--- src/rtl/median_filter_2d_replicate_core_defines.svh ---
// Assertion macros shared by the median filter RTL.
// Needs a clock named clk and an active-low reset named rst_n in scope.
`ifndef MEDIAN_FILTER_2D_REPLICATE_CORE_DEFINES_SVH
`define MEDIAN_FILTER_2D_REPLICATE_CORE_DEFINES_SVH

// Property that must hold at every clock edge outside reset.
`define MF2_CHK(lbl, prop, msg) \
  lbl: assert property (@(posedge clk) disable iff (!rst_n) (prop)) else $error(msg);

// Condition that must never be seen outside reset.
`define MF2_NEVER(lbl, cond, msg) \
  lbl: assert property (@(posedge clk) disable iff (!rst_n) !(cond)) else $error(msg);

`endif

--- src/rtl/mf2d_ram.sv ---
// Generic single-write, single-read RAM with registered read data.
// No dependencies.
module mf2d_ram #(
  parameter int WIDTH = 8,
  parameter int DEPTH = 16
) (
  input  logic                                   clk,
  input  logic                                   we,
  input  logic [(DEPTH > 1 ? $clog2(DEPTH) : 1)-1:0] waddr,
  input  logic [WIDTH-1:0]                       wdata,
  input  logic                                   re,
  input  logic [(DEPTH > 1 ? $clog2(DEPTH) : 1)-1:0] raddr,
  output logic [WIDTH-1:0]                       rdata
);
  logic [WIDTH-1:0] mem [DEPTH];

  always_ff @(posedge clk) begin
    if (we) begin
      mem[waddr] <= wdata;
    end
    if (re) begin
      rdata <= mem[raddr];
    end
  end
endmodule

--- config.mk ---
export PLATFORM = sky130hd
export DESIGN_NAME = mf2d_ram
export DESIGN_NICKNAME = d
export VERILOG_FILES = /design/src/rtl/median_filter_2d_replicate_core_defines.svh /design/src/rtl/mf2d_ram.sv
export SDC_FILE = /design/constraint.sdc
export NUM_CORES = 1
export LEC_CHECK = 0
export BUFFER_PORTS_ARGS = -buffer_cell sky130_fd_sc_hd__buf_2
export CORE_UTILIZATION = 60
export CTS_CLUSTER_DIAMETER = 30
export DETAILED_ROUTE_END_ITERATION = 6
export PLACE_DENSITY = 0.82
export SYNTH_ARGS = -nofsm -noshare
export SYNTH_HDL_FRONTEND = slang
export SYNTH_SLANG_ARGS = --single-unit
--- constraint.sdc ---
create_clock -name clk -period 1.99 [get_ports clk]
set_input_delay 0.199 -clock clk [delete_from_list [all_inputs] [get_ports clk]]
set_output_delay 0.199 -clock clk [all_outputs]
set_load 0.01 [all_outputs]
[Yosys cells after proc, flatten, opt, wreduce, memory -nomap -nowiden]
Memories as Yosys holds them, arrays and structs flattened. A register that Yosys moved wholly into a read port is not among the register bits.
Index checks and enable logic that the tools add are counted.
Operators by class
  div/mod/pow operators: 0
  shifts and indexed selects: 0
  equal/unequal tests: 0
  bitwise operators: 0
  order comparisons: 0
  add/sub/neg operators: 0
  multipliers: 0
  muxes and demuxes: 2
  reductions and logical operators: 0
Operator list (number)
  1-bit two-way mux: 2
Storage, ports and cells
  flip-flop bits (word level): 0
  bits of input ports: 19
  memory bits (read-only): 0
  bits in latches: 0
  word-level logic and storage cells: 3
  output and inout port bits: 8
  memories: 1
  bits in writable memories: 128
Memory list
  mem: words 16, bits a word 8, rd ports 1, clocked after memory_dff 1, wr ports 1, line mf2d_ram.sv:15  | logic [WIDTH-1:0] mem [DEPTH];

[Logic depth before layout (Yosys ltp)]
  depth in word-level cells: 2
  mapped depth: 5
  gate-level depth less buffers: 3

[Worst setup path after synthesis]
OpenSTA, ideal clock, no wires.
  kind: input-to-reg
  from: input port waddr[2] (netlist bit)
  to: memory mem[0][0], enable pin
  arrival time: 1309 ps
  required time: 1607 ps
  setup time: 383 ps
  path buffers: 0
  slack: 298 ps
  cell stages on the path: 2
  cell sequence: or3b_2 > nor3_1
RTL lines
  from (decl): line mf2d_ram.sv:9  | input logic [(DEPTH > 1 ? $clog2(DEPTH) : 1)-1:0] waddr,
  to (decl): line mf2d_ram.sv:15
No word-level cell before the write port.

==> results.md <==
- RSZ-0062 raised after global routing: false
- Layout area overhead: 18.5%
- Share of the synthesized area in the top cell type: just under 80%
- Filler Cell Count: 464
- Number of diodes: 0
- Yosys warns: 0
- CP bufs+invs: 0
- Slew headroom: between 50% and 60%
- Logic pwr share: 4.5%
- Setup Buffers After CTS: 0
- DP HPWL: 6.06 mm
- Initial antenna violation count: 0
- DRC violations left: 0
- Initial drt markers: 216
- Vias in the first global route: 2625
- Mapped Area: 0.00523 mm^2
- NetSw: 1.38 mW
- Max incr delay on CP: 0.54 ns
- Core ar.: 0.00834 mm^2
- Final Max Slew Viols: 0
- Sequential power share: 48.0%
- FF+latch count, synth: 136
- Die width: 95.3 um
- Synth cell types: 18
- # IOs: 27
- Post-Place Cell Area: 0.00558 mm^2
- Critical Path RT: 2.25 ns
- Most frequent cells after synthesis: edfxtp_1 (136), mux4_2 (18), a22oi_1 (16), mux4_1 (14), nor2_1 (13)
- Switching part of the total: 20.3%
- Worst-path clk slew: about 0.060 ns
- Fin worst setup slack: 0.482 ns
- Tcrit/Tclk final: 75.8%
- Rows: 33
- Layout Cells excl Fill: 402
- Final setup TNS: 0 ns
- Total CTS buffers: 17
- # hold bufs at CTS: 0
- Final setup fails: 0
- Startpoint class of the critical path: flip-flop
- CP max FO: 1
- Fmax: between 0.6 and 0.7 GHz
- Largest net degree at the start of global routing: 33
- Largest family of logic cells by synthesized area: multiplexers
- Clock network power share: 47.6%
- CTS tree: done
- Vias post-DR: roughly 2600
- Total Routing Usage GR: 25.9%
- Hold Crit Class: in2reg
- Nets: 303
- Xor and xnor area share after synthesis: 0%
- Area contributors post-synth: edfxtp_1 (78%), mux4_2 (7.8%), mux4_1 (7.0%), a22oi_1 (2.3%), nor2_1 (0.93%)
- WL/cell: 25.4 um
- First-pass GRT wire length: between 15 and 20 mm
- CP cell instances: mux4_1, a22oi_1, nand2_1
- Setup crit end kind: flip-flop
- Final WL: 10.2 mm
- Clock Tree Buf Depth: 2
- CP delay by family, top: multiplexers
- Area leader, netlist: edfxtp_1
- H-tree levels: 4
- Number of nets with antenna violations after routing: 0
- Mapped Cells: 229
- Placed insts: 370
- Simple-gate area share of the yosys netlist: 3.14%
- Final min period: 1.51 ns
- Register area share after synthesis: between 70% and 80%
- Leak: about 2.1 nW
- Pwr/cell area: around 1100 mW/mm^2
- Clk root buf: clkbuf_8
- Final core occ: 74.2%
- WP data arrival: 1.77 ns
- Clock latency on the worst-skew pair: 0.52 ns
- Post-CTS sizing: 0
- DRT Pass-1 Iters: 5
- Post-Syn Nets: 248
- Clock Sinks: 136
- Adder-cell share of the synthesized area: 0%
- Vias per std cell: roughly 6.4
- Final Cell Area: 0.00619 mm^2
- Initial core utilization: 62.7%
- Int Power: 5.39 mW
- Crit-path slowest cell: mux4_1
- Fin Clk Skew: ~0.0090 ns
- Max IR drop VDD: ~650 uV
- Fin. Hold Viols: 0
- FFs w/ async S/R, synth: 0%
- Multiplexer share of the synthesized area: between 10 and 15%
- Slew @ Worst Pin: 0.647 ns
- Share of cells above drive strength 1: 32.7%
- Total global routing overflow: 0
- Pre-CTS setup slack: approximately 0.20 ns
- Critical path class: reg2reg
- # Max-Cap Violations: 0
- Complex-gate fraction of the synthesized area: 2.30%
- Vert. Die Dim: 95.3 um
- Post-synth EDFFs: around 140
- Die Footprint: between 0.009 and 0.01 mm^2
- Status: finished, final reports clean
- Port Buffers: 26
- Routability congestion estimate: 0.752
- Post-synthesis average cell area: 22.8 um^2
- Most frequent cell after synthesis: edfxtp_1
- Top FF cell, synth: edfxtp_1
layout by cell type, fill, tap and decap left out:
cell | Yosys | final
nor2_1 | 13 | 13
and2_1 | 1 | 1
nand2_1 | 9 | 9
clkinv_4 | 0 | 2
edfxtp_1 | 136 | 136
nand3b_1 | 2 | 2
nor2b_1 | 1 | 1
mux4_2 | 18 | 18
bufinv_16 | 0 | 4
buf_2 | 3 | 26
or3b_2 | 1 | 1
clkinvlp_4 | 0 | 4
nand2b_1 | 2 | 2
clkbuf_8 | 0 | 1
and2b_1 | 1 | 1
buf_4 | 1 | 18
buf_12 | 0 | 2
clkinv_2 | 0 | 3
nor3_1 | 4 | 4
inv_6 | 0 | 2
mux4_1 | 14 | 14
a22oi_1 | 16 | 16
nand3_1 | 1 | 1
clkbuf_16 | 0 | 16
routing by layer:
layer	share of wire (%)	wire length, um	track usage, %
met2	49	5040	39.7
met5	0	0	0
met1	41	4210	35.9
met4	1.6	162	11.2
met3	8.0	818	6.54
state kept, by name (all words and copies together) (netlist names):
signal  cells
rdata       8
mem       128
worst paths after layout:
kind / from / endpoint / slack (ns) / depth (start not counted)
max: mem[6][1] / rdata[1] / 0.48 / 3
min: wdata[2] / mem[6][2] / 0.05 / 1
max reg2reg: mem[6][1] / rdata[1] / 0.48 / 3
min reg2reg: mem[14][5] / rdata[5] / 0.75 / 3
worst reg2reg max path, delay by kind of cell, from the launching register on:
family           cells  cell delay [ns]
multiplexers         1             0.54
flip-flops           1             0.38
AO/OA/AOI/OAI        1             0.23
AND/OR/NAND/NOR      1             0.10
kinds of logic after synthesis:
kind of cell,after synthesis
DFF,136
and+or+nand+nor,35
muxes,32
AOI/OAI and AO/OA,16
buffers and inverters,10
area by class of cell:
type                       count  area, um^2  share of cell area [%]
sequential                   136        4080                    66.0
multi-input combinational     83        1060                    17.1
clock buffer                  17         414                    6.69
timing repair buffer          46         305                    4.93
clock inverter                15         200                    3.23
tap                          105         131                    2.12
power by group through the flow:
stage / Clock, mW / Combinational [mW] / Sequential, mW
after floorplan: 0 / 0.163 / 3.31
after global placement: 0 / 0.287 / 3.30
after detailed placement: 0 / 0.298 / 3.31
after CTS: 3.25 / 0.304 / 3.25
after global routing: 3.36 / 0.323 / 3.25
final: 3.22 / 0.301 / 3.25
through the flow:
step | power [mW] | hold slack [ns]
CTS | 6.80 | 0.0328
detailed placement | 3.60 | 0.584
finish | 6.77 | 0.0540
global placement | 3.59 | 0.583
floorplan | 3.47 | 0.298
global route | 6.93 | 0.0375
Note: power is estimated with default switching activity, not from simulation.
